### src/hdl/time_of_day_add_balance_unit_macros.svh
// Assertion macros shared by the time-of-day adder modules.
`ifndef TIME_OF_DAY_ADD_BALANCE_UNIT_MACROS_SVH
`define TIME_OF_DAY_ADD_BALANCE_UNIT_MACROS_SVH

// A condition that must hold at every clock edge out of reset.
`define TODAB_ASSERT(label, clk, rstn, cond) \
  label: assert property (@(posedge clk) disable iff (!rstn) (cond)) \
    else $error("todab assertion failed");

// A consequence that must hold in the same cycle as its antecedent.
`define TODAB_ASSERT_IMP(label, clk, rstn, ante, cons) \
  label: assert property (@(posedge clk) disable iff (!rstn) (ante) |-> (cons)) \
    else $error("todab assertion failed");

`endif

### src/hdl/todab_pkg.sv
// Shared constants and types of the time-of-day adder.
package todab_pkg;

  localparam int unsigned DELTA_BITS_DEF = 64;
  localparam int unsigned DELTA_W        = 64;

  localparam int unsigned HOUR_W = 5;
  localparam int unsigned MIN_W  = 6;
  localparam int unsigned SEC_W  = 6;
  localparam int unsigned SUB_W  = 10;
  localparam int unsigned DAY_W  = 18;

  localparam int unsigned SEC_PER_MIN  = 60;
  localparam int unsigned SEC_PER_HOUR = 3600;

  localparam logic [63:0] NS_PER_US   = 64'd1000;
  localparam logic [63:0] NS_PER_MS   = 64'd1000000;
  localparam logic [63:0] NS_PER_SEC  = 64'd1000000000;
  localparam logic [63:0] NS_PER_MIN  = 64'd60000000000;
  localparam logic [63:0] NS_PER_HOUR = 64'd3600000000000;
  localparam logic [63:0] NS_PER_DAY  = 64'd86400000000000;

  // One day is 2^16 times an odd constant, so the day split works on the upper bits.
  localparam int unsigned DAY_LO_W = 16;
  localparam logic [63:0] DAY_ODD  = NS_PER_DAY >> DAY_LO_W;

  // Widths of the start-time partial sums and of the biased total.
  localparam int unsigned SECS_W  = 17;
  localparam int unsigned SUBNS_W = 30;
  localparam int unsigned START_W = 47;
  localparam int unsigned SUM_W   = 65;

  // Adding 2^17 days keeps the total non-negative; the day count is then biased by 2^17.
  localparam logic [SUM_W-1:0] DAY_BIAS = SUM_W'(NS_PER_DAY) << (DAY_W - 1);

  // Fields that travel alongside the division steps.
  typedef struct packed {
    logic [DAY_LO_W-1:0] lo;
    logic [DAY_W-1:0]    day;
    logic [HOUR_W-1:0]   hour;
    logic [MIN_W-1:0]    minute;
    logic [SEC_W-1:0]    second;
    logic [SUB_W-1:0]    milli;
  } todab_word_t;

endpackage

### src/hdl/todab_front.sv
// Front end: weights the start time, sign-extends the offset and forms the biased total.
`include "time_of_day_add_balance_unit_macros.svh"

module todab_front import todab_pkg::*; #(
  parameter int unsigned DELTA_BITS = DELTA_BITS_DEF
) (
  input  logic                         clk_i,
  input  logic                         rst_ni,
  input  logic                         valid_i,
  input  logic [HOUR_W-1:0]            hour_i,
  input  logic [MIN_W-1:0]             minute_i,
  input  logic [SEC_W-1:0]             second_i,
  input  logic [SUB_W-1:0]             milli_i,
  input  logic [SUB_W-1:0]             micro_i,
  input  logic [SUB_W-1:0]             nano_i,
  input  logic [DELTA_W-1:0]           delta_i,
  output logic                         valid_o,
  output logic [SUM_W-DAY_LO_W-1:0]    hi_o,
  output logic [DAY_LO_W-1:0]          lo_o
);

  localparam int unsigned DB = (DELTA_BITS < DELTA_W) ? DELTA_BITS : DELTA_W;

  logic [2:0]             vld_q;
  logic [SECS_W-1:0]      secs_d, secs_q;
  logic [SUBNS_W-1:0]     subns_d, subns_q;
  logic [DB-1:0]          delta_q;
  logic [START_W-1:0]     start_d, start_q;
  logic [SUM_W-1:0]       dext;
  logic [SUM_W-1:0]       dbias_d, dbias_q;
  logic [SUM_W-1:0]       sum_d, sum_q;

  always_comb begin
    secs_d  = SECS_W'(hour_i) * SECS_W'(SEC_PER_HOUR)
            + SECS_W'(minute_i) * SECS_W'(SEC_PER_MIN)
            + SECS_W'(second_i);
    subns_d = SUBNS_W'(milli_i) * SUBNS_W'(NS_PER_MS)
            + SUBNS_W'(micro_i) * SUBNS_W'(NS_PER_US)
            + SUBNS_W'(nano_i);
  end

  always_comb begin
    dext    = {{(SUM_W - DB){delta_q[DB-1]}}, delta_q};
    start_d = START_W'(secs_q) * START_W'(NS_PER_SEC) + START_W'(subns_q);
    dbias_d = dext + DAY_BIAS;
    sum_d   = SUM_W'(start_q) + dbias_q;
  end

  always_ff @(posedge clk_i or negedge rst_ni) begin
    if (!rst_ni) begin
      vld_q <= '0;
    end else begin
      vld_q <= {vld_q[1:0], valid_i};
    end
  end

  always_ff @(posedge clk_i) begin
    secs_q  <= secs_d;
    subns_q <= subns_d;
    delta_q <= delta_i[DB-1:0];
    start_q <= start_d;
    dbias_q <= dbias_d;
    sum_q   <= sum_d;
  end

  assign valid_o = vld_q[2];
  assign hi_o    = sum_q[SUM_W-1:DAY_LO_W];
  assign lo_o    = sum_q[DAY_LO_W-1:0];

endmodule

### src/hdl/todab_divstep.sv
// One floor divide-and-remainder step by a constant, two register stages deep.
`include "time_of_day_add_balance_unit_macros.svh"

module todab_divstep import todab_pkg::*; #(
  parameter int unsigned X_W     = 47,
  parameter logic [63:0] DIVISOR = NS_PER_HOUR,
  parameter int unsigned Q_W     = 5
) (
  input  logic                          clk_i,
  input  logic                          rst_ni,
  input  logic                          valid_i,
  input  logic [X_W-1:0]                x_i,
  input  todab_word_t                   word_i,
  output logic                          valid_o,
  output logic [Q_W-1:0]                quot_o,
  output logic [$clog2(DIVISOR)-1:0]    rem_o,
  output todab_word_t                   word_o
);

  localparam int unsigned R_W   = $clog2(DIVISOR);
  // The estimate uses the bits above SH; 2^SH stays below a quarter of the divisor.
  localparam int unsigned SH    = R_W - 3;
  localparam int unsigned XS_W  = X_W - SH;
  localparam int unsigned T_SH  = XS_W + 2;
  localparam logic [63:0] RECIP = (64'd1 << (SH + T_SH)) / DIVISOR;
  localparam int unsigned RC_W  = $clog2(RECIP + 64'd1);
  localparam int unsigned P_W   = XS_W + RC_W;

  logic [P_W-1:0]   prod;
  logic [Q_W-1:0]   qe_d, qe_q;
  logic [X_W-1:0]   xa_q;
  todab_word_t      worda_q;
  logic             va_q;

  logic [R_W:0]     r0;
  logic [R_W+1:0]   r1;
  logic [Q_W-1:0]   q_d, q_q;
  logic [R_W-1:0]   r_d, r_q;
  todab_word_t      wordb_q;
  logic             vb_q;

  // The estimate is never above the true quotient and at most one below it.
  always_comb begin
    prod = P_W'(x_i[X_W-1:SH]) * P_W'(RECIP[RC_W-1:0]);
    qe_d = Q_W'(prod >> T_SH);
  end

  // The remainder lies below twice the divisor, so only its low bits are needed.
  always_comb begin
    r0  = xa_q[R_W:0] - (R_W + 1)'((R_W + 1)'(qe_q) * DIVISOR[R_W:0]);
    r1  = {1'b0, r0} - (R_W + 2)'(DIVISOR);
    if (!r1[R_W+1]) begin
      q_d = qe_q + Q_W'(1);
      r_d = r1[R_W-1:0];
    end else begin
      q_d = qe_q;
      r_d = r0[R_W-1:0];
    end
  end

  always_ff @(posedge clk_i or negedge rst_ni) begin
    if (!rst_ni) begin
      va_q <= 1'b0;
      vb_q <= 1'b0;
    end else begin
      va_q <= valid_i;
      vb_q <= va_q;
    end
  end

  always_ff @(posedge clk_i) begin
    qe_q    <= qe_d;
    xa_q    <= x_i;
    worda_q <= word_i;
    q_q     <= q_d;
    r_q     <= r_d;
    wordb_q <= worda_q;
  end

  assign valid_o = vb_q;
  assign quot_o  = q_q;
  assign rem_o   = r_q;
  assign word_o  = wordb_q;

  `TODAB_ASSERT_IMP(a_est_not_high, clk_i, rst_ni, va_q, 64'(xa_q) >= 64'(qe_q) * DIVISOR)
  `TODAB_ASSERT_IMP(a_est_close, clk_i, rst_ni, va_q, (64'(xa_q) - 64'(qe_q) * DIVISOR) < (DIVISOR << 1))
  `TODAB_ASSERT_IMP(a_rem_range, clk_i, rst_ni, vb_q, 64'(r_q) < DIVISOR)

endmodule

### src/hdl/time_of_day_add_balance_unit.sv
// An accepted start passes through the front end and the six divide steps to the done_o strobe of its word.
// Throughput: one word per cycle; the pipeline never stalls and the receiver cannot hold it off.
// Depth is set by the front-end adders (3 stages) and six divide steps of 2 stages each.
// Reset clears every valid bit; busy is high in reset and in the first cycle after it,
// and low from then on.
`include "time_of_day_add_balance_unit_macros.svh"

module time_of_day_add_balance_unit import todab_pkg::*; #(
  parameter int unsigned DELTA_BITS = DELTA_BITS_DEF
) (
  input  logic                 clk_i,
  input  logic                 rst_ni,
  input  logic                 start,
  output logic                 busy,
  input  logic [HOUR_W-1:0]    hour_in_i,
  input  logic [MIN_W-1:0]     minute_in_i,
  input  logic [SEC_W-1:0]     second_in_i,
  input  logic [SUB_W-1:0]     milli_in_i,
  input  logic [SUB_W-1:0]     micro_in_i,
  input  logic [SUB_W-1:0]     nano_in_i,
  input  logic [DELTA_W-1:0]   delta_ns_i,
  output logic                 done_o,
  output logic [HOUR_W-1:0]    hour_out_o,
  output logic [MIN_W-1:0]     minute_out_o,
  output logic [SEC_W-1:0]     second_out_o,
  output logic [SUB_W-1:0]     milli_out_o,
  output logic [SUB_W-1:0]     micro_out_o,
  output logic [SUB_W-1:0]     nano_out_o,
  output logic [DAY_W-1:0]     day_carry_o
);

  localparam int unsigned LATENCY = 15;
  localparam int unsigned HI_W    = SUM_W - DAY_LO_W;
  localparam int unsigned RDAY_W  = $clog2(DAY_ODD);
  localparam int unsigned TOD_W   = RDAY_W + DAY_LO_W;
  localparam int unsigned RH_W    = $clog2(NS_PER_HOUR);
  localparam int unsigned RM_W    = $clog2(NS_PER_MIN);
  localparam int unsigned RS_W    = $clog2(NS_PER_SEC);
  localparam int unsigned RMS_W   = $clog2(NS_PER_MS);
  localparam int unsigned RUS_W   = $clog2(NS_PER_US);

  logic              busy_d, busy_q;
  logic              accept;

  logic              fr_valid;
  logic [HI_W-1:0]   fr_hi;
  logic [DAY_LO_W-1:0] fr_lo;

  todab_word_t       w_day_in, w_day_out;
  logic              v_day;
  logic [DAY_W-1:0]  q_day;
  logic [RDAY_W-1:0] r_day;

  todab_word_t       w_h_in, w_h_out;
  logic              v_h;
  logic [HOUR_W-1:0] q_h;
  logic [RH_W-1:0]   r_h;
  logic [TOD_W-1:0]  tod;

  todab_word_t       w_m_in, w_m_out;
  logic              v_m;
  logic [MIN_W-1:0]  q_m;
  logic [RM_W-1:0]   r_m;

  todab_word_t       w_s_in, w_s_out;
  logic              v_s;
  logic [SEC_W-1:0]  q_s;
  logic [RS_W-1:0]   r_s;

  todab_word_t       w_ms_in, w_ms_out;
  logic              v_ms;
  logic [SUB_W-1:0]  q_ms;
  logic [RMS_W-1:0]  r_ms;

  todab_word_t       w_us_in, w_us_out;
  logic              v_us;
  logic [SUB_W-1:0]  q_us;
  logic [RUS_W-1:0]  r_us;

  assign busy_d = 1'b0;

  always_ff @(posedge clk_i or negedge rst_ni) begin
    if (!rst_ni) begin
      busy_q <= 1'b1;
    end else begin
      busy_q <= busy_d;
    end
  end

  assign busy   = busy_q;
  assign accept = start && !busy_q;

  todab_front #(
    .DELTA_BITS (DELTA_BITS)
  ) u_front (
    .clk_i    (clk_i),
    .rst_ni   (rst_ni),
    .valid_i  (accept),
    .hour_i   (hour_in_i),
    .minute_i (minute_in_i),
    .second_i (second_in_i),
    .milli_i  (milli_in_i),
    .micro_i  (micro_in_i),
    .nano_i   (nano_in_i),
    .delta_i  (delta_ns_i),
    .valid_o  (fr_valid),
    .hi_o     (fr_hi),
    .lo_o     (fr_lo)
  );

  always_comb begin
    w_day_in    = '0;
    w_day_in.lo = fr_lo;
  end

  // Whole days: the biased total divided by one day, done on the bits above 2^16.
  todab_divstep #(
    .X_W     (HI_W),
    .DIVISOR (DAY_ODD),
    .Q_W     (DAY_W)
  ) u_day (
    .clk_i   (clk_i),
    .rst_ni  (rst_ni),
    .valid_i (fr_valid),
    .x_i     (fr_hi),
    .word_i  (w_day_in),
    .valid_o (v_day),
    .quot_o  (q_day),
    .rem_o   (r_day),
    .word_o  (w_day_out)
  );

  // Removing the bias of 2^17 days flips the top bit of the day count.
  always_comb begin
    w_h_in     = w_day_out;
    w_h_in.day = {~q_day[DAY_W-1], q_day[DAY_W-2:0]};
    tod        = {r_day, w_day_out.lo};
  end

  todab_divstep #(
    .X_W     (TOD_W),
    .DIVISOR (NS_PER_HOUR),
    .Q_W     (HOUR_W)
  ) u_hour (
    .clk_i   (clk_i),
    .rst_ni  (rst_ni),
    .valid_i (v_day),
    .x_i     (tod),
    .word_i  (w_h_in),
    .valid_o (v_h),
    .quot_o  (q_h),
    .rem_o   (r_h),
    .word_o  (w_h_out)
  );

  always_comb begin
    w_m_in      = w_h_out;
    w_m_in.hour = q_h;
  end

  todab_divstep #(
    .X_W     (RH_W),
    .DIVISOR (NS_PER_MIN),
    .Q_W     (MIN_W)
  ) u_min (
    .clk_i   (clk_i),
    .rst_ni  (rst_ni),
    .valid_i (v_h),
    .x_i     (r_h),
    .word_i  (w_m_in),
    .valid_o (v_m),
    .quot_o  (q_m),
    .rem_o   (r_m),
    .word_o  (w_m_out)
  );

  always_comb begin
    w_s_in        = w_m_out;
    w_s_in.minute = q_m;
  end

  todab_divstep #(
    .X_W     (RM_W),
    .DIVISOR (NS_PER_SEC),
    .Q_W     (SEC_W)
  ) u_sec (
    .clk_i   (clk_i),
    .rst_ni  (rst_ni),
    .valid_i (v_m),
    .x_i     (r_m),
    .word_i  (w_s_in),
    .valid_o (v_s),
    .quot_o  (q_s),
    .rem_o   (r_s),
    .word_o  (w_s_out)
  );

  always_comb begin
    w_ms_in        = w_s_out;
    w_ms_in.second = q_s;
  end

  todab_divstep #(
    .X_W     (RS_W),
    .DIVISOR (NS_PER_MS),
    .Q_W     (SUB_W)
  ) u_milli (
    .clk_i   (clk_i),
    .rst_ni  (rst_ni),
    .valid_i (v_s),
    .x_i     (r_s),
    .word_i  (w_ms_in),
    .valid_o (v_ms),
    .quot_o  (q_ms),
    .rem_o   (r_ms),
    .word_o  (w_ms_out)
  );

  always_comb begin
    w_us_in       = w_ms_out;
    w_us_in.milli = q_ms;
  end

  todab_divstep #(
    .X_W     (RMS_W),
    .DIVISOR (NS_PER_US),
    .Q_W     (SUB_W)
  ) u_micro (
    .clk_i   (clk_i),
    .rst_ni  (rst_ni),
    .valid_i (v_ms),
    .x_i     (r_ms),
    .word_i  (w_us_in),
    .valid_o (v_us),
    .quot_o  (q_us),
    .rem_o   (r_us),
    .word_o  (w_us_out)
  );

  // The last step leaves micro and nano on its own outputs; the rest ride in the word.
  assign done_o       = v_us;
  assign hour_out_o   = w_us_out.hour;
  assign minute_out_o = w_us_out.minute;
  assign second_out_o = w_us_out.second;
  assign milli_out_o  = w_us_out.milli;
  assign micro_out_o  = q_us;
  assign nano_out_o   = r_us;
  assign day_carry_o  = w_us_out.day;

  `TODAB_ASSERT(a_latency, clk_i, rst_ni, done_o == $past(start && !busy, LATENCY))
  `TODAB_ASSERT_IMP(a_hms_range, clk_i, rst_ni, done_o, hour_out_o <= 5'd23 && minute_out_o <= 6'd59 && second_out_o <= 6'd59)
  `TODAB_ASSERT_IMP(a_sub_range, clk_i, rst_ni, done_o, milli_out_o <= 10'd999 && micro_out_o <= 10'd999 && nano_out_o <= 10'd999)

endmodule

### config.mk
export PLATFORM = sky130hd
export DESIGN_NAME = time_of_day_add_balance_unit
export DESIGN_NICKNAME = d
export VERILOG_FILES = /design/src/hdl/todab_pkg.sv /design/src/hdl/todab_front.sv /design/src/hdl/todab_divstep.sv /design/src/hdl/time_of_day_add_balance_unit.sv
export VERILOG_INCLUDE_DIRS = /design/src /design/src/hdl
export SDC_FILE = /design/constraint.sdc
export NUM_CORES = 2
export LEC_CHECK = 0
export ABC_CLOCK_PERIOD_IN_PS = 17150
export BUFFER_PORTS_ARGS = -buffer_cell sky130_fd_sc_hd__buf_4
export CELL_PAD_IN_SITES_DETAIL_PLACEMENT = 1
export CELL_PAD_IN_SITES_GLOBAL_PLACEMENT = 2
export CORE_ASPECT_RATIO = 2
export CORE_MARGIN = 10
export CORE_UTILIZATION = 28
export CTS_BUF_LIST = sky130_fd_sc_hd__clkbuf_8
export DETAILED_ROUTE_END_ITERATION = 16
export PLACE_DENSITY_LB_ADDON = 0.1
export SKIP_CTS_REPAIR_TIMING = 1
export SLEW_MARGIN = 15
export SYNTH_ARGS = -nofsm -noshare
export SYNTH_HDL_FRONTEND = slang
export SYNTH_SLANG_ARGS = --single-unit
### constraint.sdc
create_clock -name clk_i -period 17.15 [get_ports clk_i]
set_clock_uncertainty 0.1 [all_clocks]
set_input_delay 0 -clock clk_i [delete_from_list [all_inputs] [get_ports clk_i]]
set_output_delay 0 -clock clk_i [all_outputs]
set_load 0.02 [all_outputs]
==> flow_summary.ini <==
[timing]
final-max-slew-violation-count = 0
rsz0062_at_grt = no
fmax_mhz = 118.7
tightestPinTransition_ps = 1077
fin_tns_setup_ps = 0
slew_headroom_pct = 26.33
hold_viol_final = 0
final.setup.worst_slack_ps = 8726
setup_violations = 0
timing.final.crit_share_pct = 49.12
final.min_clock_period_ps = 8424

[route]
viasPerCell = 4.454
post-route-drc-count = 0
initialDrtViolationCount = 1146
post_drt_wl_per_cell_um = 19.30
drtAntennaViolNets = 0
drt-total-wl_um = 222000
route.vias.total = 51230
dr.pass1.iters = 4

[synth]
synth.yosys.seq_area_share_pct = 29.21
synth_enable_flop_cells = 0
syn_area_per_cell_um2 = 10.21
yosys_warnings = 0
synth-async-reset-ratio_pct = 1.468
ys_dominant_reg_cell = sky130_fd_sc_hd__dfxtp_1
syn_area_um2 = 74970
synth.ff_latch_count = 1090
synth_net_count = 9398
synth.distinct_cells = 94
syn_inst = 7340

[floorplan]
fp.dieArea_um2 = 290100
fp.dieH_um = 751.8
num_io_pins = 181
die_width_um = 385.9
initial_core_util_pct = 28.12
core_area_um2 = 266600
std_cell_rows = 268

[critical_path]
timing.critical_path.slowest_cell_delay_ps = 650
worst-endpoint-arrival_ps = 9110
critical_path_class = reg -> reg
critical_path.endpoint_type = flop
path_common_cell = sky130_fd_sc_hd__a21oi_1
crit_required_ps = 17840
startpoint_types = flop
cp_max_fo = 25
r2r_cells = 31
critical_path.slowest_cell = sky130_fd_sc_hd__dfxtp_1

[layout]
flow.area_growth_from_synthesis_pct = 15.28
final_common_cell = sky130_fd_sc_hd__inv_1
stdcell_count = 11500
final_nets = 9914
fraction_of_layout_instances_using_a_drive_strength_above_1_pct = 6.785
n_fill_cell = 30070
final_cell_mix = sky130_fd_sc_hd__inv_1 (1434), sky130_fd_sc_hd__ha_1 (1279), sky130_fd_sc_hd__dfxtp_1 (1074), sky130_fd_sc_hd__fa_1 (665), sky130_fd_sc_hd__xnor2_1 (438)

[clocking]
clk-insertion-delay-late_ps = 940
clockRootBuffer = sky130_fd_sc_hd__clkbuf_8
ctsLongestPathBuffers = 4
tritoncts = done
clock_edge_transition_at_the_registers_on_the_reported_setup_and_hold_paths_ps = 70
ctsHtreeMaxLevel = 4
cts_made_buffers = 182
cts.sink_count = 1090

[min_path]
min_path_cells = 7
hold_path_class = in -> reg

[global_routing]
grt_start_max_net_pins = 50
grt_first_pass_wirelength_um = 339900
antenna_found_initial = 7
first_global_vias = 58810
grt-ovfl-total = 0
grt_usage_pct = 15.33

[placed_design]
gp_congestion = 0.8550
placed_cells_incl_taps = 10990
place_hpwl_um = 192600
buffer_ports.inserted = 180
worst_slack_placed_ps = 8688

[job]
maxCapViolations = 0

[status]
status = complete, no violations
## worst max-delay path: cells and delay by family (launching register included)
family | cells | cell delay [ps]
AOI/OAI and AO/OA | 16 | 4080
adders and majority gates | 5 | 1940
DFF | 1 | 650
buffers and inverters | 3 | 620
and+or+nand+nor | 5 | 600
xor gates and xnor gates | 2 | 300
## layout make-up
type | instances | area, µm² | area share, %
clock inverters | 99 | 925.9 | 1.071
flip-flops and latches | 1090 | 21900 | 25.34
diodes | 3 | 7.507 | 0.008686
clock buffers | 217 | 2987 | 3.456
multi-input cells | 4795 | 47600 | 55.08
well taps | 3510 | 4392 | 5.081
inverters | 1406 | 5278 | 6.106
repair buffers | 381 | 3336 | 3.860
## worst paths after layout
path | endpoint | slack [ps] | start
worst max-delay path | u_min.rem_o[21] | 8730 | u_min.qe_q[4]
worst min-delay path | u_front.subns_q[9] | 10 | nano_in_i[7]
worst max register to register | u_min.rem_o[21] | 8730 | u_min.qe_q[4]
worst min register to register | u_min.worda_q[41] | 170 | u_hour.word_o[41]
max in group asynchronous | u_day.va_q | 16420 | rst_ni
min in group asynchronous | u_hour.va_q | 100 | rst_ni
## metal layers
| layer | GRT usage (%) | share of wire (%) | vias to the layer above | wire length [µm] |
|---|---|---|---|---|
| li1 | - | - | 25000 | - |
| met1 | 13.11 | 32 | 25260 | 69960 |
| met2 | 33.85 | 62 | 587 | 137100 |
| met3 | 1.634 | 2.1 | 377 | 4769 |
| met4 | 6.364 | 4.6 | 0 | 10170 |
| met5 | 0 | 0 | - | 0 |
## state kept, by name, indices dropped and copies added (netlist names), 35 cells and up
signal / cells
u_min.xa_q: 37
u_min.rem_o: 36
u_front.sum_q: 65
u_milli.worda_q: 35
u_milli.word_o: 35
u_micro.word_o: 45
u_hour.xa_q: 43
u_front.delta_q: 64
u_micro.worda_q: 45
u_hour.rem_o: 42
u_front.start_q: 47
u_front.dbias_q: 65
## logic make-up (layout without fill, tap and decap cells)
kind of cell               after synthesis  in the layout  share of synthesized area [%]
xor gates and xnor gates               634            634                          7.426
other                                    1              4                       0.005002
buffers and inverters                 1455           2103                          7.326
AOI/OAI and AO/OA                     1085           1085                          9.476
muxes                                   10             10                         0.1569
adders and majority gates             1944           1944                          39.10
and+or+nand+nor                       1121           1121                          7.295
DFF                                   1090           1090                          29.21
## synthesized netlist by cell type (16+ instances only)
cell,number,share of area [%]
sky130_fd_sc_hd__a211oi_1,33,0.33
sky130_fd_sc_hd__a2111oi_0,16,0.19
sky130_fd_sc_hd__o31ai_1,18,0.18
sky130_fd_sc_hd__nor3_1,115,0.77
sky130_fd_sc_hd__dfxtp_1,1074,29
sky130_fd_sc_hd__nand3_1,111,0.74
sky130_fd_sc_hd__ha_1,1279,21
sky130_fd_sc_hd__nand2_1,254,1.3
sky130_fd_sc_hd__or3_1,31,0.26
sky130_fd_sc_hd__xnor2_1,438,5.1
sky130_fd_sc_hd__and3_1,48,0.40
sky130_fd_sc_hd__o21ai_0,193,1.3
sky130_fd_sc_hd__a31oi_1,45,0.38
sky130_fd_sc_hd__nor2_1,297,1.5
sky130_fd_sc_hd__a21o_1,138,1.4
sky130_fd_sc_hd__a31o_2,19,0.22
sky130_fd_sc_hd__and2_1,32,0.27
sky130_fd_sc_hd__clkbuf_1,38,0.19
sky130_fd_sc_hd__nor3b_1,16,0.16
sky130_fd_sc_hd__o21bai_1,64,0.64
sky130_fd_sc_hd__nand2b_1,50,0.42
sky130_fd_sc_hd__o21a_1,78,0.78
sky130_fd_sc_hd__o211ai_1,24,0.24
sky130_fd_sc_hd__a21oi_1,309,2.1
sky130_fd_sc_hd__inv_1,1406,7.0
sky130_fd_sc_hd__nand4_1,33,0.28
sky130_fd_sc_hd__nor2b_1,57,0.48
sky130_fd_sc_hd__xor2_1,194,2.3
sky130_fd_sc_hd__fa_1,665,18
## through the flow
step | hold slack [ps] | instance area, µm² | util, %
5_1_grt | 3.604 | 86420 | 32.42
4_1_cts | -1331 | 84520 | 31.70
3_3_place_gp | -240.5 | 80610 | 30.24
6_report | 11.37 | 86430 | 32.42
3_5_place_dp | -233.9 | 80610 | 30.24
2_1_floorplan | -395.6 | 74970 | -
Power is left out: the tool's default activity adds up to more than one toggle a clock period on the data nets, which glitch-free logic cannot reach.
